## config.mk

```make
export PLATFORM = sky130hd
export DESIGN_NAME = fpa_front
export DESIGN_NICKNAME = d
export VERILOG_FILES = /design/src/fpa_pkg.sv /design/src/fpa_front.sv
export SDC_FILE = /design/constraint.sdc
export NUM_CORES = 2
export LEC_CHECK = 0
export BUFFER_PORTS_ARGS = -buffer_cell sky130_fd_sc_hd__buf_4
export CELL_PAD_IN_SITES_DETAIL_PLACEMENT = 1
export CELL_PAD_IN_SITES_GLOBAL_PLACEMENT = 1
export CORE_UTILIZATION = 41
export DETAILED_ROUTE_END_ITERATION = 6
export PLACE_DENSITY_LB_ADDON = 0.1
export SLEW_MARGIN = 5
export SYNTH_ARGS = -nofsm -noshare
export SYNTH_HDL_FRONTEND = slang
export SYNTH_SLANG_ARGS = --single-unit
```

## constraint.sdc

```tcl
create_clock -name clk_i -period 12 [get_ports clk_i]
set_input_delay 1.2 -clock clk_i [delete_from_list [all_inputs] [get_ports clk_i]]
set_output_delay 1.2 -clock clk_i [all_outputs]
set_load 0.005 [all_outputs]
```

## src/fpa_pkg.sv

```systemverilog
// Package for the fixed-point ALU: command codes, payload structs, per-cell stage type.
// Used by every module of the fixed_point_alu_unit block.
`default_nettype none
package fpa_pkg;
  localparam int unsigned FractionBits = 8;
  localparam int unsigned DataWidth    = 32;
  localparam int unsigned NumWidth     = DataWidth + FractionBits;
  localparam int unsigned MagWidth     = 2 * DataWidth;

  typedef enum logic [3:0] {
    CmdAdd     = 4'd0,
    CmdSub     = 4'd1,
    CmdMul     = 4'd2,
    CmdDiv     = 4'd3,
    CmdCompare = 4'd4,
    CmdMin     = 4'd5,
    CmdMax     = 4'd6,
    CmdInc     = 4'd7,
    CmdDec     = 4'd8,
    CmdToInt   = 4'd9,
    CmdFromInt = 4'd10
  } cmd_e;

  typedef struct packed {
    logic [3:0]                  command;
    logic signed [DataWidth-1:0] operand_a;
    logic signed [DataWidth-1:0] operand_b;
  } in_item_t;

  typedef struct packed {
    logic signed [DataWidth-1:0] result_value;
    logic                        is_less;
    logic                        is_equal;
    logic                        is_greater;
    logic                        divide_by_zero;
    logic                        overflow;
  } out_item_t;

  // Division work carried from cell to cell; one quotient bit per cell.
  typedef struct packed {
    logic                  valid;
    logic                  is_div;
    logic                  neg;
    logic [NumWidth-1:0]   num;
    logic [DataWidth:0]    rem;
    logic [DataWidth-1:0]  den;
    logic [NumWidth-1:0]   quo;
    out_item_t             res;
  } stage_t;
endpackage
`default_nettype wire

```

## src/fpa_front.sv

```systemverilog
// Entry stage: simple ops, compare flags, registered multiply, division setup.
// Depends on fpa_pkg.
`default_nettype none
module fpa_front (
  input  wire logic           clk_i,
  input  wire logic           rst_ni,
  input  wire logic           valid_i,
  input  fpa_pkg::in_item_t   item_i,
  output fpa_pkg::stage_t     stage_o
);
  localparam int unsigned W = fpa_pkg::DataWidth;
  localparam int unsigned F = fpa_pkg::FractionBits;

  // stage 1 registers
  logic            v1_q;
  fpa_pkg::stage_t s1_q;
  logic            is_mul_q;
  logic [W-1:0]    ma_q, mb_q;

  logic [W-1:0] ma, mb, ua, ub;
  logic         neg, is_div, dbz;
  fpa_pkg::out_item_t r;

  always_comb begin
    ua  = item_i.operand_a;
    ub  = item_i.operand_b;
    ma  = item_i.operand_a[W-1] ? (~ua + 1'b1) : ua;
    mb  = item_i.operand_b[W-1] ? (~ub + 1'b1) : ub;
    neg = item_i.operand_a[W-1] ^ item_i.operand_b[W-1];
    r   = '0;
    r.is_less    = item_i.operand_a <  item_i.operand_b;
    r.is_equal   = item_i.operand_a == item_i.operand_b;
    r.is_greater = item_i.operand_a >  item_i.operand_b;
    is_div = 1'b0;
    dbz    = 1'b0;
    unique case (item_i.command)
      fpa_pkg::CmdAdd:     r.result_value = ua + ub;
      fpa_pkg::CmdSub:     r.result_value = ua - ub;
      fpa_pkg::CmdMin:     r.result_value = r.is_less ? ua : ub;
      fpa_pkg::CmdMax:     r.result_value = r.is_greater ? ua : ub;
      fpa_pkg::CmdInc:     r.result_value = ua + 1'b1;
      fpa_pkg::CmdDec:     r.result_value = ua - 1'b1;
      fpa_pkg::CmdToInt:   r.result_value = item_i.operand_a >>> F;
      fpa_pkg::CmdFromInt: r.result_value = ua << F;
      fpa_pkg::CmdDiv: begin
        if (ub == '0) begin
          dbz = 1'b1;
        end else begin
          is_div = 1'b1;
        end
      end
      default:             r.result_value = '0;
    endcase
    r.divide_by_zero = dbz;
  end

  always_ff @(posedge clk_i or negedge rst_ni) begin
    if (!rst_ni) begin
      v1_q <= 1'b0;
    end else begin
      v1_q <= valid_i;
    end
  end

  always_ff @(posedge clk_i) begin
    s1_q.valid  <= 1'b0;
    s1_q.is_div <= is_div;
    s1_q.neg    <= neg;
    s1_q.num    <= {ma, {F{1'b0}}};
    s1_q.rem    <= '0;
    s1_q.den    <= mb;
    s1_q.quo    <= '0;
    s1_q.res    <= r;
    is_mul_q    <= item_i.command == fpa_pkg::CmdMul;
    ma_q        <= ma;
    mb_q        <= mb;
  end

  // multiply result folded in after the operand register
  logic [fpa_pkg::MagWidth-1:0] prod;
  logic [fpa_pkg::MagWidth-1:0] qm;
  always_comb begin
    prod = ma_q * mb_q;
    qm   = (prod + (fpa_pkg::MagWidth'(1) << (F - 1))) >> F;
    stage_o       = s1_q;
    stage_o.valid = v1_q;
    if (is_mul_q) begin
      if (s1_q.neg) begin
        if (qm > fpa_pkg::MagWidth'(64'h8000_0000)) begin
          stage_o.res.result_value = {1'b1, {(W-1){1'b0}}};
          stage_o.res.overflow     = 1'b1;
        end else begin
          stage_o.res.result_value = ~qm[W-1:0] + 1'b1;
        end
      end else if (qm > fpa_pkg::MagWidth'(64'h7FFF_FFFF)) begin
        stage_o.res.result_value = {1'b0, {(W-1){1'b1}}};
        stage_o.res.overflow     = 1'b1;
      end else begin
        stage_o.res.result_value = qm[W-1:0];
      end
    end
  end
endmodule
`default_nettype wire

```

==> impl_metrics.env <==
export IMPL_status="finished with violations"
export IMPL_violations="design-rule violations"
export IMPL_fin_setup_tns_ns=0
export IMPL_nFillCells=13000
export IMPL_multi_input_area_um2=37500
export IMPL_cts_sinks=104
export IMPL_antenna_found_initial=10
export IMPL_arrival_ns=10.37
export IMPL_cts_root_buf="clkbuf_16"
export IMPL_synth_cell_types=93
export IMPL_worstPathMaxFanout=15
export IMPL_final_cell_mix="inv_1 (982), fa_1 (899), nand2_1 (663), and2_1 (562), ha_1 (352)"
export IMPL_io_buffer_count=174
export IMPL_drive_gt1_frac=0.0742
export IMPL_post_cts_buffers=0
export IMPL_cpMaxStageDelayCell="dfxtp_1"
export IMPL_overflow=0
export IMPL_min_period_ns=11.57
export IMPL_ys_seq_area_frac=0.0461
export IMPL_cp_required_ns=10.80
export IMPL_fp_row_count=121
export IMPL_gp_congestion=0.926
export IMPL_wl_per_cell_um=23.4
export IMPL_dieArea_um2=112000
export IMPL_hpwl_um=133000
export IMPL_place_area_um2=47600
export IMPL_tightest_slew_ns=1.21
export IMPL_synth_seq_cells=104
export IMPL_nets=6630
export IMPL_synth_top_cell_by_area="fa_1"
export IMPL_max_cap_violations=0
export IMPL_hp_class="input port to async pin"
export IMPL_drtAntennaViolNets=0
export IMPL_synthFlopType="dfxtp_1"
export IMPL_final_cell_area_um2=48000
export IMPL_slew_headroom=0.190
export IMPL_cts_hold_buffers=0
export IMPL_dr_pass1_iters=7
export IMPL_cts_inserted_buffers=9
export IMPL_period_share=0.965
export IMPL_cts_htree_levels=3
export IMPL_io_pins=256
export IMPL_clk_pin_slew_ns=0.10
export IMPL_start_kind="flip-flop"
export IMPL_rsz0062_at_grt="no"
export IMPL_synth_top_cell_area_share=0.398
export IMPL_cts_tree="yes"
export IMPL_async_flop_share=0.00962
export IMPL_drt_total_wl_um=159000
export IMPL_ys_warnings_count=0
export IMPL_synth_edf_count=0
export IMPL_fmax_mhz=86.4
export IMPL_num_vias=36500
export IMPL_register_area_um2=2100
export IMPL_drc=4
export IMPL_drt_first_iter_violations=1970
export IMPL_clock_path_buffers=2
export IMPL_grt_pass1_vias=40400
export IMPL_layout_cells_most_common="inv_1"
export IMPL_crit_type="flip-flop to output port"
export IMPL_start_util=0.414
export IMPL_drv_slew=0
export IMPL_slowest_delay_ns=0.85
export IMPL_core_area_um2=109000
export IMPL_viasPerCell=5.38
export IMPL_syn_to_final_growth_pct=6.03
export IMPL_grt_util_all_layers=0.292
export IMPL_synthCells=5350
export IMPL_grt_max_degree=49
export IMPL_avgSynthCellArea_um2=8.45
export IMPL_die_h_um=334
export IMPL_synth_area_leaders="fa_1 (40%), ha_1 (9.7%), inv_1 (8.2%)"
export IMPL_syn_area_um2=45200
export IMPL_hold_viol_final=0
export IMPL_fp_dieW_um=334
export IMPL_crit_top_cell="fa_1"
export IMPL_setup_viol_count_final=0
export IMPL_cp_end_kind="output port"
export IMPL_grt_pass1_wl_um=248000
[cell families after synthesis]
| family | Yosys count | share of synthesized area |
|---|---|---|
| compound gates | 666 | 0.0967 |
| flops | 104 | 0.0461 |
| mux | 25 | 0.00564 |
| fa+ha+maj | 1251 | 0.495 |
| xor+xnor | 179 | 0.0347 |
| simple gates | 1693 | 0.189 |
| buf+inv | 1431 | 0.132 |
| other cells | 1 | 0.0000829 |
[repair_timing]
| action | in CTS | in global routing |
|---|---|---|
| setup endpoints to repair | 0 | 30 |
| hold endpoints to repair | 0 | 0 |
| resized for setup | 0 | 5 |
[sequential cells by signal, summed over array words and instances, names as in the netlist]
name,cells
s1_q,32
v1_q,1
stage_o,38
is_mul_q,1
mb_q,32
[per-layer routing]
layer  vias up  part of all wire  global-route usage
met5         -           0.00014                   0
li1      16300                 -                   -
met4         4             0.029              0.0775
met2       837              0.47               0.490
met3       163             0.042              0.0197
met1     19200              0.46               0.408
[synthesized netlist by cell type, drive strengths merged, types with 16 or more instances]
library cell,instances
nand2b,29
and3,20
buf,176
a21o,51
a21oi,177
o31ai,21
mux2i,21
o21ai,160
dfxtp,103
ha,352
fa,899
a211oi,22
o21a,19
xnor2,148
nor2,159
nand2,663
a31oi,35
xor2,31
a22oi,16
nand4,50
and2,564
clkbuf,273
nor2b,16
o21bai,21
nor3,60
nand3,46
inv,982
[worst max-delay path: cells and delay by family, from the launching register on]
family,cells,cell delay (ns)
AO/OA/AOI/OAI,8,2.08
XOR/XNOR,1,0.15
adder cells (fa/ha/maj),9,4.45
buffers and inverters,7,1.21
flip-flops,1,0.85
AND/OR/NAND/NOR,5,1.20
[area by class of cell]
class,count,area share
multi-input cells,3895,0.782
well taps,1476,0.0385
inverters,982,0.0769
clock inverters,7,0.00190
diodes,2,0.000104
flip-flops and latches,104,0.0438
clock buffers,9,0.00470
repair buffers,316,0.0526
[worst max-delay path by stage]
stage                     slack [ns]         start     endpoint
after floorplan                 2.49  stage_o[170]  stage_o[22]
after global placement          0.63       mb_q[3]  stage_o[14]
after detailed placement        0.61       mb_q[3]  stage_o[14]
after CTS                       0.11       mb_q[3]  stage_o[14]
after global routing           0.006  stage_o[163]  stage_o[29]
final                           0.43      mb_q[19]  stage_o[31]
[metrics by stage]
step / hold slack, ns / std cells / util / setup slack (ns)
after global placement: 0.976 / 6773 / 0.436 / 0.631
after detailed placement: 0.977 / 6773 / 0.436 / 0.609
final: 0.560 / 6791 / 0.439 / 0.425
after global routing: 0.545 / 6789 / 0.439 / 0.00584
after floorplan: 0.904 / 5430 / - / 2.49
after CTS: 0.546 / 6789 / 0.439 / 0.112
Power is not shown: default switching activity piles up to over one toggle a cycle in this logic, so the estimate is an artifact.
