### config.mk
export PLATFORM = sky130hd
export DESIGN_NAME = fpa_div_cell
export DESIGN_NICKNAME = d
export VERILOG_FILES = /design/src/fpa_pkg.sv /design/src/fpa_div_cell.sv
export SDC_FILE = /design/constraint.sdc
export NUM_CORES = 1
export LEC_CHECK = 0
export ABC_AREA = 1
export BUFFER_PORTS_ARGS = -buffer_cell sky130_fd_sc_hd__buf_2
export CAP_MARGIN = 20
export CELL_PAD_IN_SITES_DETAIL_PLACEMENT = 0
export CELL_PAD_IN_SITES_GLOBAL_PLACEMENT = 2
export CORE_MARGIN = 4
export CORE_UTILIZATION = 21
export DETAILED_ROUTE_END_ITERATION = 12
export PLACE_DENSITY_LB_ADDON = 0.1
export SLEW_MARGIN = 20
export SYNTH_ARGS = -nofsm -noshare
export SYNTH_HDL_FRONTEND = slang
export SYNTH_SLANG_ARGS = --single-unit
### constraint.sdc
create_clock -name clk_i -period 0.8 [get_ports clk_i]
set_input_delay 0.04 -clock clk_i [delete_from_list [all_inputs] [get_ports clk_i]]
set_output_delay 0.04 -clock clk_i [all_outputs]
set_load 0.005 [all_outputs]
### src/fpa_pkg.sv
// Package for the fixed-point ALU: command codes, payload structs, per-cell stage type.
// Used by every module of the fixed_point_alu_unit block.
`default_nettype none
package fpa_pkg;
  localparam int unsigned FractionBits = 8;
  localparam int unsigned DataWidth    = 32;
  localparam int unsigned NumWidth     = DataWidth + FractionBits;
  localparam int unsigned MagWidth     = 2 * DataWidth;

  typedef enum logic [3:0] {
    CmdAdd     = 4'd0,
    CmdSub     = 4'd1,
    CmdMul     = 4'd2,
    CmdDiv     = 4'd3,
    CmdCompare = 4'd4,
    CmdMin     = 4'd5,
    CmdMax     = 4'd6,
    CmdInc     = 4'd7,
    CmdDec     = 4'd8,
    CmdToInt   = 4'd9,
    CmdFromInt = 4'd10
  } cmd_e;

  typedef struct packed {
    logic [3:0]                  command;
    logic signed [DataWidth-1:0] operand_a;
    logic signed [DataWidth-1:0] operand_b;
  } in_item_t;

  typedef struct packed {
    logic signed [DataWidth-1:0] result_value;
    logic                        is_less;
    logic                        is_equal;
    logic                        is_greater;
    logic                        divide_by_zero;
    logic                        overflow;
  } out_item_t;

  // Division work carried from cell to cell; one quotient bit per cell.
  typedef struct packed {
    logic                  valid;
    logic                  is_div;
    logic                  neg;
    logic [NumWidth-1:0]   num;
    logic [DataWidth:0]    rem;
    logic [DataWidth-1:0]  den;
    logic [NumWidth-1:0]   quo;
    out_item_t             res;
  } stage_t;
endpackage
`default_nettype wire

### src/fpa_div_cell.sv
// One restoring-division cell: shifts in a numerator bit, forms one quotient bit.
// Depends on fpa_pkg.
`default_nettype none
module fpa_div_cell (
  input  wire logic           clk_i,
  input  wire logic           rst_ni,
  input  fpa_pkg::stage_t     stage_i,
  output fpa_pkg::stage_t     stage_o
);
  fpa_pkg::stage_t stage_d, stage_q;
  logic            valid_q;
  logic [fpa_pkg::DataWidth+1:0] trial;
  logic [fpa_pkg::DataWidth:0]   shifted;

  always_comb begin
    stage_d = stage_i;
    shifted = {stage_i.rem[fpa_pkg::DataWidth-1:0], stage_i.num[fpa_pkg::NumWidth-1]};
    trial   = {1'b0, shifted} - {2'b00, stage_i.den};
    stage_d.num = {stage_i.num[fpa_pkg::NumWidth-2:0], 1'b0};
    if (!trial[fpa_pkg::DataWidth+1]) begin
      stage_d.rem = trial[fpa_pkg::DataWidth:0];
      stage_d.quo = {stage_i.quo[fpa_pkg::NumWidth-2:0], 1'b1};
    end else begin
      stage_d.rem = shifted;
      stage_d.quo = {stage_i.quo[fpa_pkg::NumWidth-2:0], 1'b0};
    end
  end

  always_ff @(posedge clk_i or negedge rst_ni) begin
    if (!rst_ni) begin
      valid_q <= 1'b0;
    end else begin
      valid_q <= stage_d.valid;
    end
  end

  always_ff @(posedge clk_i) begin
    stage_q <= stage_d;
  end

  always_comb begin
    stage_o       = stage_q;
    stage_o.valid = valid_q;
  end
endmodule
`default_nettype wire

==> flow_summary.rst, run 1 <==
.. list-table::
   :header-rows: 1

   * - Metric
     - Value
   * - Result of the run
     - finished with violations
   * - Failing checks
     - setup timing
   * - Largest stage delay on the critical path
     - approximately 350 ps
   * - Total via count after detailed routing
     - 7,909
   * - Area of the placeable core
     - about 33,000 sq um
   * - Max-capacitance violation count
     - 0
   * - Synth Instances
     - 850
   * - CTS max path bufs
     - 2
   * - Number of nets in the layout
     - roughly 1,800
   * - Number of buffers added by the clock tree synthesis step
     - 17
   * - Mapped Nets
     - 1,070
   * - Most prevalent standard cell on the critical path
     - sky130_fd_sc_hd__nand2_2
   * - Clock transition at the register clock pins on the worst setup and hold paths after CTS
     - 80 ps
   * - Unrepaired setup endpoints after global routing
     - true
   * - Critical-path cell list
     - buf_8 > inv_12 > ha_4 > inv_4 > fa_2 > nand3_2 > nand3_2 > nand2_2 > nand2_4 > nand2_4 > nand2_4 > nand2_2 > nand2_1 > nand2_1 > nand2_2 > nand2_2 > inv_2
   * - Netlist area before placement
     - about 7000 sq um
   * - Critical Path Source Type
     - input port
   * - Crit path max fanout
     - 4
   * - Worst path bufs/invs
     - 4
   * - Die Y
     - 190 um
   * - Max Freq
     - 0.823 GHz
   * - Total count of hold-check failures in the final report
     - 0
   * - Master of the slowest instance on the critical path
     - sky130_fd_sc_hd__fa_2
   * - Largest net degree at the start of global routing
     - 21
   * - Crit end category
     - flop
   * - Final Wtd Congestion
     - 0.795
   * - Mean cell area of the mapped netlist
     - 8.17 sq um
   * - Total track usage
     - 18.4%
   * - Setup slack of the critical path after layout
     - -416 ps
   * - Detailed-placement wirelength estimate
     - between 20 and 30 mm
   * - Final total negative setup slack
     - -32,620 ps
   * - Clock tree from TritonCTS
     - built
   * - Family of cells with the greatest summed delay on the critical path
     - simple AND/OR/NAND/NOR gates
   * - Fraction of final layout cells sized beyond drive strength 1
     - 58.3%
   * - Required @ worst endpoint
     - 1140 ps
   * - Via count of the first global-routing pass
     - approximately 8,300
   * - IO Port Bufs
     - around 370
   * - Antenna violations before repair
     - 6
   * - Root Buffer
     - sky130_fd_sc_hd__clkbuf_16
   * - Leakage component of the power
     - 7.49 nW
   * - Part of the cycle the worst path needs
     - 152%
   * - Wire per inst
     - 17.0 um
   * - VDD IR-drop max
     - 1.51 mV
   * - Yosys cell types
     - 33
   * - Routed WL
     - 34.5 mm
   * - Vias per cell
     - slightly below 4
   * - Die area
     - 36,000 sq um
   * - Clock period minus worst slack
     - 1220 ps
   * - Clock sink count
     - 184
   * - Initial standard-cell utilization of the core
     - 21.3%
   * - Synth-to-Final Area Change
     - 117%
   * - Iteration-0 DRC Markers
     - 182
   * - Total power density per cell area
     - 1720 nW/um^2
   * - CTS H-Tree Depth
     - 4
   * - Residual DRC count
     - 0
   * - Remaining global-route overflow
     - 0
   * - Wire length of the first global-routing pass
     - between 40 and 50 mm
   * - Width of the chip
     - 190 um
   * - Flops & latches, synth
     - approximately 180
   * - Type of the setup path with the least slack
     - input port to flop
   * - Detailed-routing iteration count for the pre-antenna-repair pass
     - 4
   * - Final-report setup violation count
     - approximately 220
   * - Arrival time worst endpoint
     - approximately 1600 ps
   * - Ports placed on the boundary
     - 372
   * - Worst hold-check path type
     - input port to flop
   * - Pins Over Slew Limit
     - 0
   * - Util after Layout
     - between 40% and 50%
   * - Row count
     - 66
   * - Power Total
     - approximately 0.026 W
   * - Remaining antenna violation count
     - 0
   * - Ys Warns
     - 0
   * - Sequential fraction of the synthesis area
     - 53.1%
## repair_timing
item,CTS,global route
resized for setup,302,203
endpoints found under the setup margin,218,218
gates cloned,3,1
pin swaps,74,59
hold endpoints to repair,183,1
hold buffers,184,1
buffers inserted,20,5
## worst min-delay path: stages
cell                      delay, ps
sky130_fd_sc_hd__buf_6           80
sky130_fd_sc_hd__ha_4           150
sky130_fd_sc_hd__xor2_1          80
sky130_fd_sc_hd__nand2_2         60
sky130_fd_sc_hd__nand2_1         40
## power by group
part           internal (W)  switching [W]  leakage, nW
Sequential          0.00997       0.000263         1.56
Clock               0.00418        0.00409        0.258
Combinational       0.00405        0.00343         5.68
## synth_stat cells, drive strengths merged
| master | number | area share, % |
|---|---|---|
| nor3 | 5 | 0.43 |
| nand2 | 284 | 16 |
| conb | 1 | 0.054 |
| nand3b | 6 | 0.65 |
| dfrtp | 1 | 0.36 |
| nor2 | 42 | 2.6 |
| dfxtp | 183 | 53 |
| fa | 1 | 0.29 |
| and3 | 1 | 0.090 |
| inv | 152 | 8.2 |
| ha | 32 | 5.8 |
| o21ai | 1 | 0.072 |
| a21oi | 20 | 1.5 |
| nand4 | 7 | 0.63 |
| and2 | 10 | 0.90 |
| xor2 | 15 | 1.9 |
| nand3 | 74 | 6.1 |
| or2 | 1 | 0.090 |
| buf | 11 | 1.4 |
| o21bai | 3 | 0.32 |
## state kept, by name, summed over array words and instances (netlist names)
| register | flops |
|---|---|
| valid_q | 1 |
| stage_o | 183 |
## cell families after synthesis
logic type	share of synthesized area (%)
compound gates	1.89
xor+xnor	1.89
fa+ha+maj	6.06
buf+inv	9.57
flops	53.1
other cells	0.0540
simple gates	27.4
## metal layers
layer	track usage [%]	wire length, um
met1	21.4	14300
met5	0	69
met2	32.9	17400
met3	5.30	1890
met4	5.56	920
## stage by stage
step | cell area, sq um | hold slack [ps] | instances | setup WS [ps]
floorplan | 7350 | -256 | 850 | -651
global placement | 10700 | -175 | 1784 | -1220
detailed placement | 10700 | -177 | 1784 | -1210
CTS | 14300 | -291 | 2022 | -401
global route | 15100 | 30.1 | 2030 | -478
finish | 15100 | 36.2 | 2030 | -416
## cells in the final DEF, fill, tap and decap left out, types with 2 or more instances in the layout
| master | synthesis | routed |
|---|---|---|
| sky130_fd_sc_hd__nand2_4 | 1 | 29 |
| sky130_fd_sc_hd__a21oi_2 | 1 | 9 |
| sky130_fd_sc_hd__nand3_2 | 11 | 28 |
| sky130_fd_sc_hd__clkbuf_1 | 0 | 2 |
| sky130_fd_sc_hd__nand3_4 | 0 | 6 |
| sky130_fd_sc_hd__nor2_4 | 0 | 15 |
| sky130_fd_sc_hd__xor2_1 | 15 | 12 |
| sky130_fd_sc_hd__nand2_8 | 1 | 3 |
| sky130_fd_sc_hd__nand3b_1 | 6 | 6 |
| sky130_fd_sc_hd__buf_6 | 1 | 100 |
| sky130_fd_sc_hd__ha_4 | 0 | 32 |
| sky130_fd_sc_hd__and2_1 | 10 | 9 |
| sky130_fd_sc_hd__nor2_2 | 4 | 12 |
| sky130_fd_sc_hd__a21oi_4 | 0 | 2 |
| sky130_fd_sc_hd__inv_6 | 0 | 3 |
| sky130_fd_sc_hd__inv_1 | 150 | 103 |
| sky130_fd_sc_hd__a21oi_1 | 19 | 9 |
| sky130_fd_sc_hd__dfxtp_2 | 0 | 79 |
| sky130_fd_sc_hd__buf_12 | 1 | 4 |
| sky130_fd_sc_hd__inv_2 | 2 | 38 |
| sky130_fd_sc_hd__nand3_1 | 63 | 40 |
| sky130_fd_sc_hd__inv_4 | 0 | 10 |
| sky130_fd_sc_hd__xor2_2 | 0 | 3 |
| sky130_fd_sc_hd__nor3_2 | 1 | 2 |
| sky130_fd_sc_hd__inv_8 | 0 | 4 |
| sky130_fd_sc_hd__clkbuf_16 | 0 | 18 |
| sky130_fd_sc_hd__nor3_4 | 0 | 2 |
| sky130_fd_sc_hd__dfxtp_1 | 183 | 104 |
| sky130_fd_sc_hd__nand4_1 | 7 | 7 |
| sky130_fd_sc_hd__buf_4 | 3 | 144 |
| sky130_fd_sc_hd__o21bai_1 | 3 | 2 |
| sky130_fd_sc_hd__nor2_1 | 37 | 14 |
| sky130_fd_sc_hd__buf_8 | 1 | 8 |
| sky130_fd_sc_hd__clkinvlp_4 | 0 | 5 |
| sky130_fd_sc_hd__nand2_2 | 3 | 89 |
| sky130_fd_sc_hd__nand2_1 | 279 | 164 |
| sky130_fd_sc_hd__buf_16 | 0 | 2 |
| sky130_fd_sc_hd__dlygate4sd3_1 | 0 | 185 |
| sky130_fd_sc_hd__buf_2 | 5 | 271 |
## layout make-up
type | instances | area, sq um
Tap cell | 442 | 553
Fill cell | 3247 | 17500
Inverter | 152 | 608
Sequential cell | 184 | 3790
Antenna cell | 1 | 2.50
Clock buffer | 20 | 447
Multi-Input combinational cell | 504 | 3860
Timing Repair Buffer | 715 | 5700
Clock inverter | 12 | 109
## final timing paths
kind | start | endpoint | depth (start not counted)
worst max-delay path | stage_i[181] | stage_o[141] | 17
worst min-delay path | stage_i[113] | stage_o[114] | 5
max in group asynchronous | rst_ni | valid_q | 3
min in group asynchronous | rst_ni | valid_q | 3
Note: power is estimated with default switching activity, not from simulation.
==> run 2: changes to the inputs <==
--- a/config.mk
+++ b/config.mk
@@ -11,7 +11,7 @@
 export CELL_PAD_IN_SITES_DETAIL_PLACEMENT = 0
 export CELL_PAD_IN_SITES_GLOBAL_PLACEMENT = 2
 export CORE_MARGIN = 4
-export CORE_UTILIZATION = 21
+export CORE_UTILIZATION = 24
 export DETAILED_ROUTE_END_ITERATION = 12
 export PLACE_DENSITY_LB_ADDON = 0.1
 export SLEW_MARGIN = 20
==> constraint.sdc (replaced) <==
create_clock -name clk_i -period 1.3 [get_ports clk_i]
set_input_delay 0.065 -clock clk_i [delete_from_list [all_inputs] [get_ports clk_i]]
set_output_delay 0.065 -clock clk_i [all_outputs]
set_load 0.005 [all_outputs]
==> run 2 against run 1 <==
Effect of this change:
- the flow now finishes without violations
- utilization grew 2.7 points
- global-route usage grew 0.62 points
- setup slack gained 470 ps
- first-iteration DRC count grew 25%
- critical endpoint is now stage_o[120]
- power shrank 40%
- highest routed layer unchanged
- sequential cell count is the same
- sequential power shrank 39%
- sequential share of layout area grew 1.6 points
- wire length shrank 8.3%
- combinational power shrank 47%
==> flow_summary.rst, run 2 (synthesis results as in run 1) <==
.. list-table::
   :header-rows: 1

   * - Metric
     - Value
   * - Result of the run
     - completed
   * - Remaining global-route overflow
     - 0
   * - CTS max path bufs
     - 2
   * - Area taken by flip-flops and latches
     - roughly 3700 sq um
   * - Arrival time worst endpoint
     - 1560 ps
   * - Most Used Layer, Global Route
     - met2
   * - Total count of hold-check failures in the final report
     - 0
   * - Total track usage
     - between 10% and 20%
   * - Total via count after detailed routing
     - slightly below 8,000
   * - Crit end category
     - flop
   * - Initial standard-cell utilization of the core
     - 24.6%
   * - Part of the cycle the worst path needs
     - 95.5%
   * - Total power density per cell area
     - 1130 nW/um^2
   * - GRT met2 Usage
     - between 30 and 40%
   * - Critical Path Source Type
     - input port
   * - Clock tree from TritonCTS
     - built
   * - Area of the placeable core
     - around 28,000 sq um
   * - Final Non-Filler Cells
     - 1,934
   * - Via count of the first global-routing pass
     - 8,002
   * - Number of nets in the layout
     - 1,760
   * - Fraction of final layout cells sized beyond drive strength 1
     - 48.2%
   * - Startpoint of the worst hold path
     - stage_i[77]
   * - Final total negative setup slack
     - 0 ps
   * - CTS H-Tree Depth
     - 4
   * - IO Port Bufs
     - 368
   * - Met3 Use GR
     - 4.79%
   * - Width of the chip
     - 178 um
   * - Largest net degree at the start of global routing
     - 32
   * - Clock period minus worst slack
     - 1240 ps
   * - Row count
     - 61
   * - Number of buffers added by the clock tree synthesis step
     - 17
   * - Required @ worst endpoint
     - 1620 ps
   * - Fill cell total of the finished layout
     - approximately 2,800
   * - Max Freq
     - 0.806 GHz
   * - Max-capacitance violation count
     - 0
   * - VDD IR-drop max
     - 0.763 mV
   * - Routed WL
     - 31.6 mm
   * - Clock transition at the register clock pins on the worst setup and hold paths after CTS
     - about 90 ps
   * - Synth-to-Final Area Change
     - 98.7%
   * - Crit path max fanout
     - 9
   * - Final instance area
     - 13,800 sq um
   * - Root Buffer
     - sky130_fd_sc_hd__clkbuf_16
   * - Die Y
     - about 180 um
   * - Instance area at placement
     - 10,500 sq um
   * - Antenna violations before repair
     - 5
   * - Wire length of the first global-routing pass
     - 45.7 mm
   * - Residual DRC count
     - 0
   * - Smallest hold slack
     - between 50 and 60 ps
   * - Iteration-0 DRC Markers
     - around 230
   * - Detailed-routing iteration count for the pre-antenna-repair pass
     - 5
   * - Total area of multi-input combinational cells
     - 3580 sq um
   * - Final Wtd Congestion
     - 0.804
   * - Hold endpoint
     - stage_o[109]
   * - Most frequent cells in the layout
     - sky130_fd_sc_hd__buf_2, sky130_fd_sc_hd__nand2_1, sky130_fd_sc_hd__dlygate4sd3_1, sky130_fd_sc_hd__dfxtp_1, sky130_fd_sc_hd__buf_4
   * - Placed cells
     - 1,700
   * - Vias per cell
     - a little under 4
   * - Power Total
     - 0.0155 W
   * - Number of flip-flops under the largest register name
     - 183
   * - Clock sink count
     - approximately 180
   * - Leakage component of the power
     - 7.10 nW
   * - Final-report setup violation count
     - 0
   * - Most common library cell in the layout ignoring fill and taps
     - sky130_fd_sc_hd__buf_2
   * - Ports placed on the boundary
     - 372
   * - Die area
     - 31,700 sq um
   * - Remaining antenna violation count
     - 0
   * - Type of the setup path with the least slack
     - input port to flop
   * - Unrepaired setup endpoints after global routing
     - true
   * - Wire per inst
     - roughly 16 um
   * - Pins Over Slew Limit
     - 0
   * - Worst hold-check path type
     - input port to flop
   * - Worst hold path depth
     - 5
   * - Detailed-placement wirelength estimate
     - 24.1 mm
   * - Met1 Resource Use GR
     - about 22%
run 2: cell count changes in the layout (fill, tap and decap cells not counted), moves of 20 or more:
| cell | delta |
|---|---|
| sky130_fd_sc_hd__buf_2 | +79 |
| sky130_fd_sc_hd__dfxtp_1 | +79 |
| sky130_fd_sc_hd__buf_4 | -20 |
| sky130_fd_sc_hd__dfxtp_2 | -79 |
| sky130_fd_sc_hd__buf_6 | -82 |
| sky130_fd_sc_hd__nand2_1 | +41 |
| sky130_fd_sc_hd__nand2_2 | -30 |
run 2: worst max-delay path by stage:
stage                       startpoint           end  slack (ps)  depth (start not counted)
final                     stage_i[114]  stage_o[120]          60                         15
after CTS                 stage_i[181]  stage_o[125]         0.5                         15
after detailed placement   stage_i[90]  stage_o[127]        -730                         15
after floorplan           stage_i[181]  stage_o[141]        -180                         16
after global placement     stage_i[90]  stage_o[127]        -740                         15
after global routing      stage_i[102]  stage_o[139]         -10                         14
run 2: where the power goes:
group,internal [W],switching [W]
combinational,0.00205,0.00192
clock,0.00262,0.00273
sequential,0.00609,0.000106
run 2: repair_timing:
item | CTS | global route
setup endpoints to repair | 34 | 34
hold buffers | 182 | 1
pin swaps | 19 | 75
setup buffers | 8 | 9
endpoints found under the hold margin | 181 | 1
cloned | 0 | 1
gates resized for setup | 54 | 150
run 2: metal layers:
metal  up-vias  part of all wire [%]  wire length [um]
li1       3960                     -                 -
met1      3450                    41             13000
met2       233                    50             15700
met3        43                   6.7              2130
met4         4                   2.6               822
met5         -                 0.073                23
run 2: cell type report:
class | count | share of cell area, %
clock inverters | 14 | 1.25
diodes | 3 | 0.0544
well taps | 378 | 3.43
multi-input cells | 503 | 26.0
clock buffers | 18 | 3.11
inverters | 152 | 4.26
flip-flops and latches | 184 | 26.7
repair buffers | 682 | 35.2
run 2: worst max-delay path: stages:
cell	delay [ps]
sky130_fd_sc_hd__buf_2	120
sky130_fd_sc_hd__ha_4	260
sky130_fd_sc_hd__nand2_2	60
sky130_fd_sc_hd__nand2_2	70
sky130_fd_sc_hd__nand2_2	60
sky130_fd_sc_hd__nand2_2	70
sky130_fd_sc_hd__inv_2	70
sky130_fd_sc_hd__nand3_4	100
sky130_fd_sc_hd__nand2_4	100
sky130_fd_sc_hd__nand2_4	80
sky130_fd_sc_hd__nand2_8	100
sky130_fd_sc_hd__nand2_8	110
sky130_fd_sc_hd__buf_12	170
sky130_fd_sc_hd__nand2_1	60
sky130_fd_sc_hd__nand2_1	40
run 2: stage by stage:
step	util, %	worst slack [ps]
floorplan	-	-176
global placement	37.2	-740
detailed placement	37.2	-731
CTS	46.8	0.481
global route	49.0	-13.3
finish	49.0	58.7
