## src/fpa_pkg.sv

```systemverilog
// Package for the fixed-point ALU: command codes, payload structs, per-cell stage type.
// Used by every module of the fixed_point_alu_unit block.
`default_nettype none
package fpa_pkg;
  localparam int unsigned FractionBits = 8;
  localparam int unsigned DataWidth    = 32;
  localparam int unsigned NumWidth     = DataWidth + FractionBits;
  localparam int unsigned MagWidth     = 2 * DataWidth;

  typedef enum logic [3:0] {
    CmdAdd     = 4'd0,
    CmdSub     = 4'd1,
    CmdMul     = 4'd2,
    CmdDiv     = 4'd3,
    CmdCompare = 4'd4,
    CmdMin     = 4'd5,
    CmdMax     = 4'd6,
    CmdInc     = 4'd7,
    CmdDec     = 4'd8,
    CmdToInt   = 4'd9,
    CmdFromInt = 4'd10
  } cmd_e;

  typedef struct packed {
    logic [3:0]                  command;
    logic signed [DataWidth-1:0] operand_a;
    logic signed [DataWidth-1:0] operand_b;
  } in_item_t;

  typedef struct packed {
    logic signed [DataWidth-1:0] result_value;
    logic                        is_less;
    logic                        is_equal;
    logic                        is_greater;
    logic                        divide_by_zero;
    logic                        overflow;
  } out_item_t;

  // Division work carried from cell to cell; one quotient bit per cell.
  typedef struct packed {
    logic                  valid;
    logic                  is_div;
    logic                  neg;
    logic [NumWidth-1:0]   num;
    logic [DataWidth:0]    rem;
    logic [DataWidth-1:0]  den;
    logic [NumWidth-1:0]   quo;
    out_item_t             res;
  } stage_t;
endpackage
`default_nettype wire

```

## src/fpa_back.sv

```systemverilog
// Exit stage: rounds and saturates the quotient, registers the result strobe.
// Depends on fpa_pkg.
`default_nettype none
module fpa_back (
  input  wire logic            clk_i,
  input  wire logic            rst_ni,
  input  fpa_pkg::stage_t      stage_i,
  output logic                 done_o,
  output fpa_pkg::out_item_t   result_o
);
  localparam int unsigned W = fpa_pkg::DataWidth;
  logic [fpa_pkg::NumWidth:0] q;
  logic                       rnd;
  fpa_pkg::out_item_t         r;

  always_comb begin
    r   = stage_i.res;
    rnd = {stage_i.rem, 1'b0} >= {2'b00, stage_i.den};
    q   = {1'b0, stage_i.quo} + {{fpa_pkg::NumWidth{1'b0}}, rnd};
    if (stage_i.is_div) begin
      if (stage_i.neg) begin
        if (q > (fpa_pkg::NumWidth+1)'(64'h8000_0000)) begin
          r.result_value = {1'b1, {(W-1){1'b0}}};
          r.overflow     = 1'b1;
        end else begin
          r.result_value = ~q[W-1:0] + 1'b1;
        end
      end else if (q > (fpa_pkg::NumWidth+1)'(64'h7FFF_FFFF)) begin
        r.result_value = {1'b0, {(W-1){1'b1}}};
        r.overflow     = 1'b1;
      end else begin
        r.result_value = q[W-1:0];
      end
    end
  end

  always_ff @(posedge clk_i or negedge rst_ni) begin
    if (!rst_ni) begin
      done_o <= 1'b0;
    end else begin
      done_o <= stage_i.valid;
    end
  end

  always_ff @(posedge clk_i) begin
    result_o <= r;
  end
endmodule
`default_nettype wire
```

## config.mk

```make
export PLATFORM = sky130hd
export DESIGN_NAME = fpa_back
export DESIGN_NICKNAME = d
export VERILOG_FILES = /design/src/fpa_pkg.sv /design/src/fpa_back.sv
export SDC_FILE = /design/constraint.sdc
export NUM_CORES = 1
export LEC_CHECK = 0
export ABC_AREA = 0
export BUFFER_PORTS_ARGS = -buffer_cell sky130_fd_sc_hd__buf_4
export CAP_MARGIN = 20
export CORE_MARGIN = 2
export CORE_UTILIZATION = 25
export CTS_CLUSTER_SIZE = 24
export DETAILED_ROUTE_END_ITERATION = 7
export GPL_ROUTABILITY_DRIVEN = 0
export MAX_ROUTING_LAYER = met4
export PLACE_DENSITY = 0.47
export SLEW_MARGIN = 20
export SYNTH_ARGS = -nofsm -noshare
export SYNTH_HDL_FRONTEND = slang
export SYNTH_SLANG_ARGS = --single-unit
```

## constraint.sdc

```tcl
create_clock -name clk_i -period 0.8 [get_ports clk_i]
set_clock_uncertainty 0.1 [all_clocks]
set_input_delay 0.08 -clock clk_i [delete_from_list [all_inputs] [get_ports clk_i]]
set_output_delay 0.08 -clock clk_i [all_outputs]
set_load 0.02 [all_outputs]
```

==> out/qor.csv, run 1 <==
metric;value;unit
syn_nets;841;
fin_nets;1238;
grt_pass1_wl;31.16;mm
post_drt_wl_per_cell;15.64;um
worstMarginPinSlew;0.5658;ns
holdWs;-0.1319;ns
cts_tree;done;
diodes;0;
critPathMaxFanout;6;
violations;negative hold slack, negative setup slack;
switching_share;0.3221;
critPathLaunchType;input port;
drt_iter0_markers;315;
status;complete, but fails checks;
synth_cell_types;74;
cts_max_level;2;
crit_required;0.87;ns
chipWidth;139.2;um
combPwrFrac;0.467;
critPathKind;in2reg;
grt_max_degree;28;
clk_pin_slew;0.06;ns
drive_above_1_share;0.5821;
die_y;139.2;um
clockRootBuffer;clkbuf_16;
die-area;0.01937;mm^2
p_seq_frac;0.274;
routed_wl;19.49;mm
drv_slew;0;
start_util;0.2543;
slew-limit-headroom;0.6201;
cts.sinks;38;
track_usage;0.1981;
hold_viol;29;
critPathBufInv;6;
ys_seq_area_frac;0.1676;
synth_cells;619;
rsz0062_at_grt;yes;
area_delta_synth_final;98.63;%
min_path_type;in2reg;
syn_avg_cell_area;7.380;um^2
vias;6421;
vdd_drop_max;0.9109;mV
crit_family;compound AO/OA/AOI/OAI gates;
ys_ff_latch;38;
nFillCells;1754;
ys_warn_count;0;
fin_tns_setup;-114.20;ns
ioPinCount;225;
syn_area;0.004568;mm^2
row_count;49;
finalWorstSetupSlack;-3.465;ns
vias_per_cell;5.153;
async_flop_share;0.02632;
finalSetupViolCount;71;
power_leakage;4.101;nW
ant_nets;0;
fin_util;0.5051;
synth_edf_count;0;
coreArea;0.01796;mm^2
worst_path_max_delay_cell;o32a_1;
netSwitchingPower;2.528;mW
cts-buffers-inserted;5;
fin_crit_sh;5.331;
grt_pass1_vias;6625;
p_int;5.322;mW
endpoint_kind;flop;
antenna_found_initial;0;
fmax;234.5;MHz
clk_path_buf_depth;2;
dr.pass1.iters;4;
maxCapViolCount;0;
ys.flop_type;dfxtp_1;
drc_errors;0;
io_buffers;184;
arrival;4.33;ns
pwr-share-clk;0.259;
ctsHoldBuffers;6;
power.density;865.1;mW/mm^2
post-route-min-period;4.265;ns
max_stage_delay;0.34;ns
hpwl;15.82;mm
grt_overflow;0;
==> cell type report <==
type / count / area, um^2 / area share
Sequential cell: 38 / 812.0 / 0.08949
Multi-Input combinational cell: 498 / 4155 / 0.4579
Timing Repair Buffer: 429 / 3493 / 0.3850
Tap cell: 229 / 286.5 / 0.03158
Inverter: 44 / 175.2 / 0.01931
Clock buffer: 6 / 138.9 / 0.01531
Clock inverter: 2 / 12.51 / 0.001379
==> power groups by stage <==
stage	sequential [mW]	combinational (mW)	clock, mW
after global routing	2.16	3.95	2.18
after floorplan	2.32	1.24	0
after global placement	2.13	3.17	0
after CTS	2.15	3.55	2.10
final	2.15	3.67	2.03
after detailed placement	2.13	3.21	0
==> metal layers <==
metal,up-vias,part of all wire,global-route usage
met2,204,0.52,0.3708
met5,-,0,-
met4,0,0.014,0.03721
li1,3145,-,-
met1,3050,0.42,0.2274
met3,22,0.045,0.02452
==> kinds of logic (layout without fill, tap and decap cells) <==
| group | count (synthesis) | after routing | synth area share |
|---|---|---|---|
| muxes | 10 | 10 | 0.02383 |
| adders and majority gates | 35 | 35 | 0.09586 |
| AOI/OAI and AO/OA | 140 | 140 | 0.2282 |
| DFF | 38 | 38 | 0.1676 |
| xor gates and xnor gates | 31 | 31 | 0.05944 |
| and+or+nand+nor | 282 | 282 | 0.3495 |
| buffers and inverters | 83 | 481 | 0.07559 |
==> sequential cells by signal, summed over array words and instances, names as in the netlist <==
| register | flops |
|---|---|
| result_o | 37 |
| done_o | 1 |
==> worst paths after layout <==
path,from,to,slack [ns],depth (start not counted)
setup / recovery,stage_i[80],result_o[31],-3.46,27
max in group asynchronous,rst_ni,done_o,0.51,2
min in group asynchronous,rst_ni,done_o,0.01,2
hold / removal,stage_i[0],result_o[0],-0.13,2
==> Yosys cell counts (9+ instances only) <==
| library cell | instances | area, um^2 |
|---|---|---|
| o21ai_0 | 12 | 60.06 |
| dfxtp_1 | 37 | 740.7 |
| a31oi_1 | 13 | 81.33 |
| and4_1 | 12 | 105.1 |
| ha_1 | 35 | 437.9 |
| nand2_1 | 46 | 172.7 |
| nand3_1 | 35 | 175.2 |
| clkbuf_1 | 23 | 86.33 |
| xnor2_1 | 18 | 157.7 |
| a21o_1 | 12 | 90.09 |
| and3_1 | 11 | 68.82 |
| or3_1 | 9 | 56.30 |
| nor3_1 | 31 | 155.2 |
| xor2_1 | 13 | 113.9 |
| nor2_1 | 43 | 161.4 |
| a21oi_1 | 28 | 140.1 |
| o32a_1 | 22 | 220.2 |
| nand4_1 | 33 | 206.5 |
| buf_2 | 11 | 55.05 |
| o22ai_1 | 10 | 62.56 |
| nor4_1 | 17 | 106.4 |
| inv_1 | 44 | 165.2 |
==> placed cells by master, fill, tap and decap left out, drive strengths merged, types with 4 or more instances in the layout <==
cell type,count
ha,35
xnor2,18
nand2,46
dfxtp,37
mux2,7
xor2,13
inv,44
a21oi,28
nor3,34
nor2,43
nor4,19
buf,423
o32a,22
clkbuf,6
and4,12
and2,6
and3,11
dlygate4sd3,6
or2,9
a31oi,13
nand4,36
o211ai,8
a21o,12
o22ai,10
o21ai,13
or4,4
or3,11
nand3,36
==> through the flow <==
step | worst slack [ns] | power (mW) | instances | cell area (um^2)
final | -3.465 | 7.849 | 1246 | 9074
after global routing | -3.680 | 8.292 | 1246 | 9074
after CTS | -3.436 | 7.794 | 1236 | 8778
after detailed placement | -3.949 | 5.348 | 1198 | 7831
after global placement | -3.960 | 5.302 | 1198 | 7831
after floorplan | -3.549 | 3.560 | 619 | 4816
==> timing repair <==
action                                 in CTS  in global routing
cloned                                      1                  0
endpoints found under the hold margin      36                 28
gates resized for setup                   151                 43
pin swaps                                  53                 29
buffers inserted                           23                 11
setup endpoints to repair                  71                 71
Power figures use the tool's default switching activity.
==> inputs of run 2 (changes only) <==
--- a/config.mk
+++ b/config.mk
@@ -6,15 +6,14 @@
 export NUM_CORES = 1
 export LEC_CHECK = 0
 export ABC_AREA = 0
-export BUFFER_PORTS_ARGS = -buffer_cell sky130_fd_sc_hd__buf_4
 export CAP_MARGIN = 20
 export CORE_MARGIN = 2
 export CORE_UTILIZATION = 25
 export CTS_CLUSTER_SIZE = 24
 export DETAILED_ROUTE_END_ITERATION = 7
+export DONT_BUFFER_PORTS = 1
 export GPL_ROUTABILITY_DRIVEN = 0
-export MAX_ROUTING_LAYER = met4
-export PLACE_DENSITY = 0.47
+export PLACE_DENSITY = 0.36
 export SLEW_MARGIN = 20
 export SYNTH_ARGS = -nofsm -noshare
 export SYNTH_HDL_FRONTEND = slang
==> run 2 against run 1 <==
Against the previous run:
- the run still ends with negative hold slack, negative setup slack left
- die area stayed put
- clock power is 2% lower
- non-clock buffer count is 225 lower
- largest cell class unchanged
- largest power group is now sequential cells
- highest routed layer unchanged
==> out/qor.csv, run 2 (synthesized netlist as in run 1, its figures left out) <==
metric;value;unit;change
worstMarginPinSlew;0.4653;ns;was 0.5658 ns
fmax;238.6;MHz;was 234.5 MHz
io_buffers;0;;was 184
regArea;902.1;um^2;was 812.0 um^2
drv_slew;0;;unchanged
grt_pass1_wl;29.41;mm;was 31.16 mm
cts.sinks;38;;unchanged
track_usage;0.1866;;was 0.1981
holdWs;-0.2145;ns;was -0.1319 ns
endpoint_kind;flop;;unchanged
cp_common_cell;ha_4;;
critPathBufInv;3;;was 6
fin_nets;1013;;was 1238
grt_max_degree;57;;was 28
cts_max_level;2;;unchanged
switching_share;0.3090;;was 0.3221
post_drt_wl_per_cell;18.23;um;was 15.64 um
critPathLaunchType;input port;;unchanged
reg_top3;result_o x37, done_o x1;;unchanged
dr.pass1.iters;4;;unchanged
cts-buffers-inserted;5;;unchanged
crit_family;simple AND/OR/NAND/NOR gates;;was compound AO/OA/AOI/OAI gates
min_path_type;in2reg;;unchanged
power_leakage;2.994;nW;was 4.101 nW
hp-start;stage_i[183];;was stage_i[0]
finalWorstSetupSlack;-3.392;ns;was -3.465 ns
coreArea;0.01796;mm^2;unchanged
pwr-share-clk;0.304;;was 0.259
ant_nets;0;;unchanged
layout_common_cells;buf_4 (160), nand2_1 (42), inv_1 (38), nor2_1 (38), dfxtp_4 (36);;was buf_4 (361), buf_6 (58), nand2_1 (42)
layout_commonest_cell;buf_4;;unchanged
vias_per_cell;5.323;;was 5.153
start_util;0.2543;;unchanged
critPathMaxFanout;6;;unchanged
vias;5440;;was 6421
largest_reg_flops;37;;unchanged
hold_viol;32;;was 29
violations;negative hold slack, negative setup slack;;unchanged
hold_path_depth;1;;was 2
area_delta_synth_final;62.83;%;was 98.63%
die_y;139.2;um;unchanged
vdd_drop_max;0.7359;mV;was 0.9109 mV
post-place-ws;-3.799;ns;was -3.949 ns
multi_input_area;0.004205;mm^2;was 0.004155 mm^2
combPwrFrac;0.346;;was 0.467
chipWidth;139.2;um;unchanged
drt_iter0_markers;245;;was 315
fin_tns_setup;-110.23;ns;was -114.20 ns
power.density;879.5;mW/mm^2;was 865.1 mW/mm^2
regMostFlops;result_o;;unchanged
slew-limit-headroom;0.6875;;was 0.6201
row_count;49;;unchanged
worstPathCellList;inv_8, ha_4, nand4_1, buf_4, nor4_4, nand3_2, nand4b_1, nand2_1, a31oi_1, o21ai_1, nand2_1, ha_4, ha_4, and4_4, nand2_4, or3_4, or3_4, a2111oi_4, nand4_2, a41oi_4, buf_12, o21bai_1, o32a_1;;
critPathKind;in2reg;;unchanged
max_stage_delay;0.40;ns;was 0.34 ns
maxCapViolCount;0;;unchanged
nFillCells;1827;;was 1754
routed_wl;18.63;mm;was 19.49 mm
grt_overflow;0;;unchanged
p_int;4.520;mW;was 5.322 mW
clockRootBuffer;clkbuf_16;;unchanged
clk_pin_slew;0.06;ns;about the same
arrival;4.31;ns;was 4.33 ns
post-route-min-period;4.192;ns;was 4.265 ns
netSwitchingPower;2.022;mW;was 2.528 mW
worst_path_max_delay_cell;or3_4;;was o32a_1
p_seq_frac;0.350;;was 0.274
drive_above_1_share;0.4545;;was 0.5821
hpwl;14.88;mm;was 15.82 mm
grt_pass1_vias;5607;;was 6625
fin_crit_sh;5.240;;was 5.331
finalSetupViolCount;71;;unchanged
clk_path_buf_depth;2;;unchanged
rsz0062_at_grt;yes;;unchanged
drc_errors;0;;unchanged
status;complete, but fails checks;;unchanged
die-area;0.01937;mm^2;unchanged
antenna_found_initial;1;;was 0
ioPinCount;225;;unchanged
cts_tree;done;;unchanged
crit_required;0.92;ns;was 0.87 ns
whs_endpoint;result_o[28];;was result_o[0]
## run 2: changes by cell type in the layout (fill, tap and decap cells not counted), sizes merged
cell / change
buf: -245
clkinvlp: -1
dlygate4sd3: +20
clkbuf: +1
diode: +1
## run 2: how the worst max path moves through the flow
stage                startpoint           end  slack (ns)  cells after the start
floorplan           stage_i[84]  result_o[30]       -3.55                     23
global placement    stage_i[96]  result_o[33]       -3.81                     23
detailed placement  stage_i[83]  result_o[33]       -3.80                     23
CTS                 stage_i[80]  result_o[33]       -3.31                     25
global route        stage_i[81]  result_o[22]       -3.53                     23
finish              stage_i[81]  result_o[22]       -3.39                     23
## run 2: area by class of cell
| cell class | instances | share of cell area |
|---|---|---|
| sequential | 38 | 0.1213 |
| clock inverter | 1 | 0.0006728 |
| antenna | 1 | 0.0003364 |
| timing repair buffer | 204 | 0.2294 |
| multi-input combinational | 498 | 0.5653 |
| inverter | 44 | 0.02523 |
| tap | 229 | 0.03852 |
| clock buffer | 7 | 0.01918 |
## run 2: metal layers
metal,GRT usage,wire [um],vias to the layer above
met5,0,0,-
met3,0.03522,822,24
met2,0.3498,9723,124
li1,-,-,2693
met4,0.03775,303,0
met1,0.2208,7778,2599
## run 2: repair_timing
action | 4_1_cts | 5_1_grt
pin swaps | 55 | 22
endpoints found under the setup margin | 71 | 71
gates cloned | 0 | 0
hold endpoints to repair | 39 | 32
hold buffers | 13 | 13
gates resized for setup | 146 | 52
buffers inserted | 23 | 5
## run 2: through the flow
step | hold WS [ns] | utilization | total power, mW | area, um^2 | instances
4_1_cts | -0.2248 | 0.3904 | 6.460 | 7013 | 1003
5_1_grt | -0.2237 | 0.4139 | 6.936 | 7436 | 1021
3_5_place_dp | -0.3156 | 0.3375 | 4.135 | 6062 | 959
2_1_floorplan | -0.3156 | - | 3.560 | 4816 | 619
6_report | -0.2145 | 0.4141 | 6.542 | 7438 | 1022
3_3_place_gp | -0.3156 | 0.3375 | 4.113 | 6062 | 959
## run 2: power groups by stage
| stage | sequential [mW] | combinational (mW) | clock [mW] |
|---|---|---|---|
| CTS | 2.31 | 2.09 | 2.06 |
| global route | 2.31 | 2.49 | 2.14 |
| finish | 2.29 | 2.26 | 1.99 |
| floorplan | 2.32 | 1.24 | 0 |
| detailed placement | 2.35 | 1.79 | 0 |
| global placement | 2.35 | 1.77 | 0 |
==> inputs of run 3 (changes only) <==
--- a/config.mk
+++ b/config.mk
@@ -5,15 +5,18 @@
 export SDC_FILE = /design/constraint.sdc
 export NUM_CORES = 1
 export LEC_CHECK = 0
-export ABC_AREA = 0
+export ABC_AREA = 1
 export CAP_MARGIN = 20
+export CELL_PAD_IN_SITES_DETAIL_PLACEMENT = 0
+export CELL_PAD_IN_SITES_GLOBAL_PLACEMENT = 1
 export CORE_MARGIN = 2
 export CORE_UTILIZATION = 25
 export CTS_CLUSTER_SIZE = 24
 export DETAILED_ROUTE_END_ITERATION = 7
 export DONT_BUFFER_PORTS = 1
 export GPL_ROUTABILITY_DRIVEN = 0
-export PLACE_DENSITY = 0.36
+export PLACE_DENSITY = 0.51
+export RECOVER_POWER = 100
 export SLEW_MARGIN = 20
 export SYNTH_ARGS = -nofsm -noshare
 export SYNTH_HDL_FRONTEND = slang
==> run 3 against run 2 <==
Against the previous run:
- the flow still finishes with violations (negative hold slack, negative setup slack)
- via count is 22% higher
- cell area is 18% higher
- count of clock-buffer cells in the layout is 2 lower
- global-route usage is 0.58 points lower
- synthesized cell count is 64% higher
- clock power is 27% higher
- area after synthesis is 19% higher
- worst setup slack better by 0.86 ns
- largest power group is now combinational logic
- cell count is 49% higher
- critical path depth is 8 higher
==> out/qor.csv, run 3 <==
metric;value;unit;change
fin_util;0.4162;;was 0.4141
vdd_drop_max;0.5976;mV;was 0.7359 mV
ys_seq_area_frac;0.1409;;was 0.1676
clk_path_buf_depth;2;;unchanged
drv_slew;0;;unchanged
status;complete, but fails checks;;unchanged
netSwitchingPower;2.231;mW;was 2.022 mW
synth_area_leaders;nand2_1 (31%), dfxtp_1 (14%), inv_1 (8.2%);;was dfxtp_1 (16%), ha_1 (9.6%), o32a_1 (4.8%)
start_util;0.2569;;was 0.2543
ys.flop_type;dfxtp_1;;unchanged
switching_share;0.3047;;was 0.3090
chipWidth;151.4;um;was 139.2 um
layout_common_cells;nand2_1 (395), buf_4 (186), inv_1 (104);;was buf_4 (160), nand2_1 (42), inv_1 (38), nor2_1 (38), dfxtp_4 (36)
row_count;53;;was 49
grt_pass1_vias;6548;;was 5607
highest_layer;met4;;unchanged
vias_per_cell;4.361;;was 5.323
fin_nets;1465;;was 1013
layout_commonest_cell;nand2_1;;was buf_4
area_delta_synth_final;62.03;%;was 62.83%
hpwl;16.92;mm;was 14.88 mm
crit_required;0.87;ns;was 0.92 ns
arrival;3.40;ns;was 4.31 ns
post-place-ws;-2.989;ns;was -3.799 ns
ys_warn_count;0;;unchanged
power_leakage;4.299;nW;was 2.994 nW
dr_wl_met3;915;um;was 822 um
hold_viol;33;;was 32
io_buffers;0;;unchanged
grt_max_degree;35;;was 57
yosysTopAreaCellShare;0.3088;;was 0.1621
synth_cell_types;41;;was 74
cts.sinks;38;;unchanged
max_stage_delay;0.26;ns;was 0.40 ns
worst_path_max_delay_cell;ha_4;;was or3_4
cp_common_cell;nand2_1;;was ha_4
critPathKind;in2reg;;unchanged
ioPinCount;225;;unchanged
drc_errors;0;;unchanged
ys_ff_latch;38;;unchanged
yosysTopAreaCell;nand2_1;;was dfxtp_1
clk_pin_slew;0.06;ns;about the same
min_path_type;in2reg;;unchanged
drt_iter0_markers;260;;was 245
cts_max_level;2;;unchanged
endpoint_kind;flop;;unchanged
holdWs;-0.1975;ns;was -0.2145 ns
syn_avg_cell_area;5.359;um^2;was 7.380 um^2
post_drt_wl_per_cell;13.69;um;was 18.23 um
syn_nets;1236;;was 841
syn_area;0.005434;mm^2;was 0.004568 mm^2
p_int;5.091;mW;was 4.520 mW
fin_tns_setup;-83.52;ns;was -110.23 ns
diodes;0;;was 1
power.density;831.6;mW/mm^2;was 879.5 mW/mm^2
post-route-min-period;3.329;ns;was 4.192 ns
routed_wl;20.80;mm;was 18.63 mm
clockRootBuffer;clkbuf_16;;unchanged
synth_cells;1014;;was 619
regMostFlops;result_o;;unchanged
pwr-share-clk;0.344;;was 0.304
synth.most_common_cell;nand2_1;;unchanged
maxCapViolCount;0;;unchanged
finalSetupViolCount;71;;unchanged
coreArea;0.02115;mm^2;was 0.01796 mm^2
fin_crit_sh;4.162;;was 5.240
dr.pass1.iters;4;;unchanged
die-area;0.02293;mm^2;was 0.01937 mm^2
ys_top_cells_by_count;nand2_1 (447), inv_1 (118), nor2_1 (112), nand3_1 (74), dfxtp_1 (37);;was nand2_1 (46), inv_1 (44), nor2_1 (43), dfxtp_1 (37)
antenna_found_initial;0;;was 1
reg_top3;result_o x37, done_o x1;;unchanged
async_flop_share;0.02632;;unchanged
worstMarginPinSlew;0.3363;ns;was 0.4653 ns
largest_reg_flops;37;;unchanged
grt_pass1_wl;33.03;mm;was 29.41 mm
combPwrFrac;0.346;;about the same
critPathLaunchType;input port;;unchanged
cts-buffers-inserted;5;;unchanged
slew-limit-headroom;0.7741;;was 0.6875
die_y;151.4;um;was 139.2 um
rsz0062_at_grt;yes;;unchanged
synth_edf_count;0;;unchanged
wl_met2;9.710;mm;was 9.723 mm
p_seq_frac;0.310;;was 0.350
ant_nets;0;;unchanged
finalWorstSetupSlack;-2.529;ns;was -3.392 ns
track_usage;0.1807;;was 0.1866
violations;negative hold slack, negative setup slack;;unchanged
fmax;300.3;MHz;was 238.6 MHz
wl_met1;10.09;mm;was 7.778 mm
critPathMaxFanout;8;;was 6
grt_overflow;0;;unchanged
cts_tree;done;;unchanged
vias;6625;;was 5440
drive_above_1_share;0.3513;;was 0.4545
==> run 3: cell types whose count changed after synthesis, moves of 15 or more <==
cell / previous run / this run
clkbuf_1: 23 / 2
inv_1: 44 / 118
nand2_1: 46 / 447
nand2_2: 0 / 18
nand3_1: 35 / 74
nand3b_1: 1 / 20
nor2_1: 43 / 112
nor2_2: 0 / 15
nor3_1: 31 / 15
nor4_1: 17 / 0
o32a_1: 22 / 0
==> run 3: area by class of cell <==
class / count / area, um^2
fillers: 2343 / 12350
inverters: 124 / 490.5
repair buffers: 242 / 2097
well taps: 275 / 344.1
multi-input cells: 832 / 4776
clock inverters: 3 / 68.82
clock buffers: 5 / 125.1
flip-flops and latches: 38 / 903.4
==> run 3: repair_timing <==
| action | 4_1_cts | 5_1_grt |
|---|---|---|
| gates cloned | 6 | 0 |
| setup buffers | 18 | 3 |
| endpoints found under the setup margin | 71 | 71 |
| endpoints found under the hold margin | 39 | 33 |
| pin swaps | 47 | 61 |
| hold buffers | 37 | 2 |
| resized for setup | 123 | 111 |
==> run 3: final timing paths <==
path | from | to | slack [ns] | cells past startpoint
setup / recovery | stage_i[104] | result_o[34] | -2.53 | 31
hold / removal | stage_i[183] | result_o[12] | -0.20 | 2
max in group asynchronous | rst_ni | done_o | 0.03 | 2
min in group asynchronous | rst_ni | done_o | 0.45 | 2
==> run 3: metrics by stage <==
| stage | instance area (um^2) | total power [mW] | cells | hold slack (ns) |
|---|---|---|---|---|
| after global routing | 8805 | 7.862 | 1519 | -0.1940 |
| after detailed placement | 7204 | 4.380 | 1447 | -0.3156 |
| final | 8805 | 7.322 | 1519 | -0.1975 |
| after floorplan | 5600 | 3.588 | 1014 | -0.3156 |
| after CTS | 8454 | 7.255 | 1516 | -0.1937 |
| after global placement | 7204 | 4.385 | 1447 | -0.3156 |
==> run 3: layer usage <==
metal | GRT usage | vias to the layer above
li1 | - | 3620
met1 | 0.2449 | 2866
met2 | 0.3143 | 134
met3 | 0.01958 | 5
met4 | 0.02664 | 0
met5 | 0 | -
==> run 3: critical path: cells and delay by family <==
family	cells	cell delay (ns)
and+or+nand+nor	23	2.19
buffers and inverters	4	0.42
AOI/OAI and AO/OA	1	0.10
adders and majority gates	3	0.58
==> run 3: cell families after synthesis <==
kind of cell,count (synthesis),share of synthesized area
xor+xnor,19,0.03062
flops,38,0.1409
compound gates,37,0.03937
buf+inv,145,0.1149
simple gates,740,0.5936
fa+ha+maj,35,0.08059
==> run 3: power by group through the flow <==
stage | registers, mW | logic [mW] | clock network [mW]
final | 2.27 | 2.53 | 2.52
after global routing | 2.29 | 2.87 | 2.70
after CTS | 2.27 | 2.40 | 2.58
after detailed placement | 2.32 | 2.06 | 0
after global placement | 2.32 | 2.06 | 0
after floorplan | 2.31 | 1.28 | 0
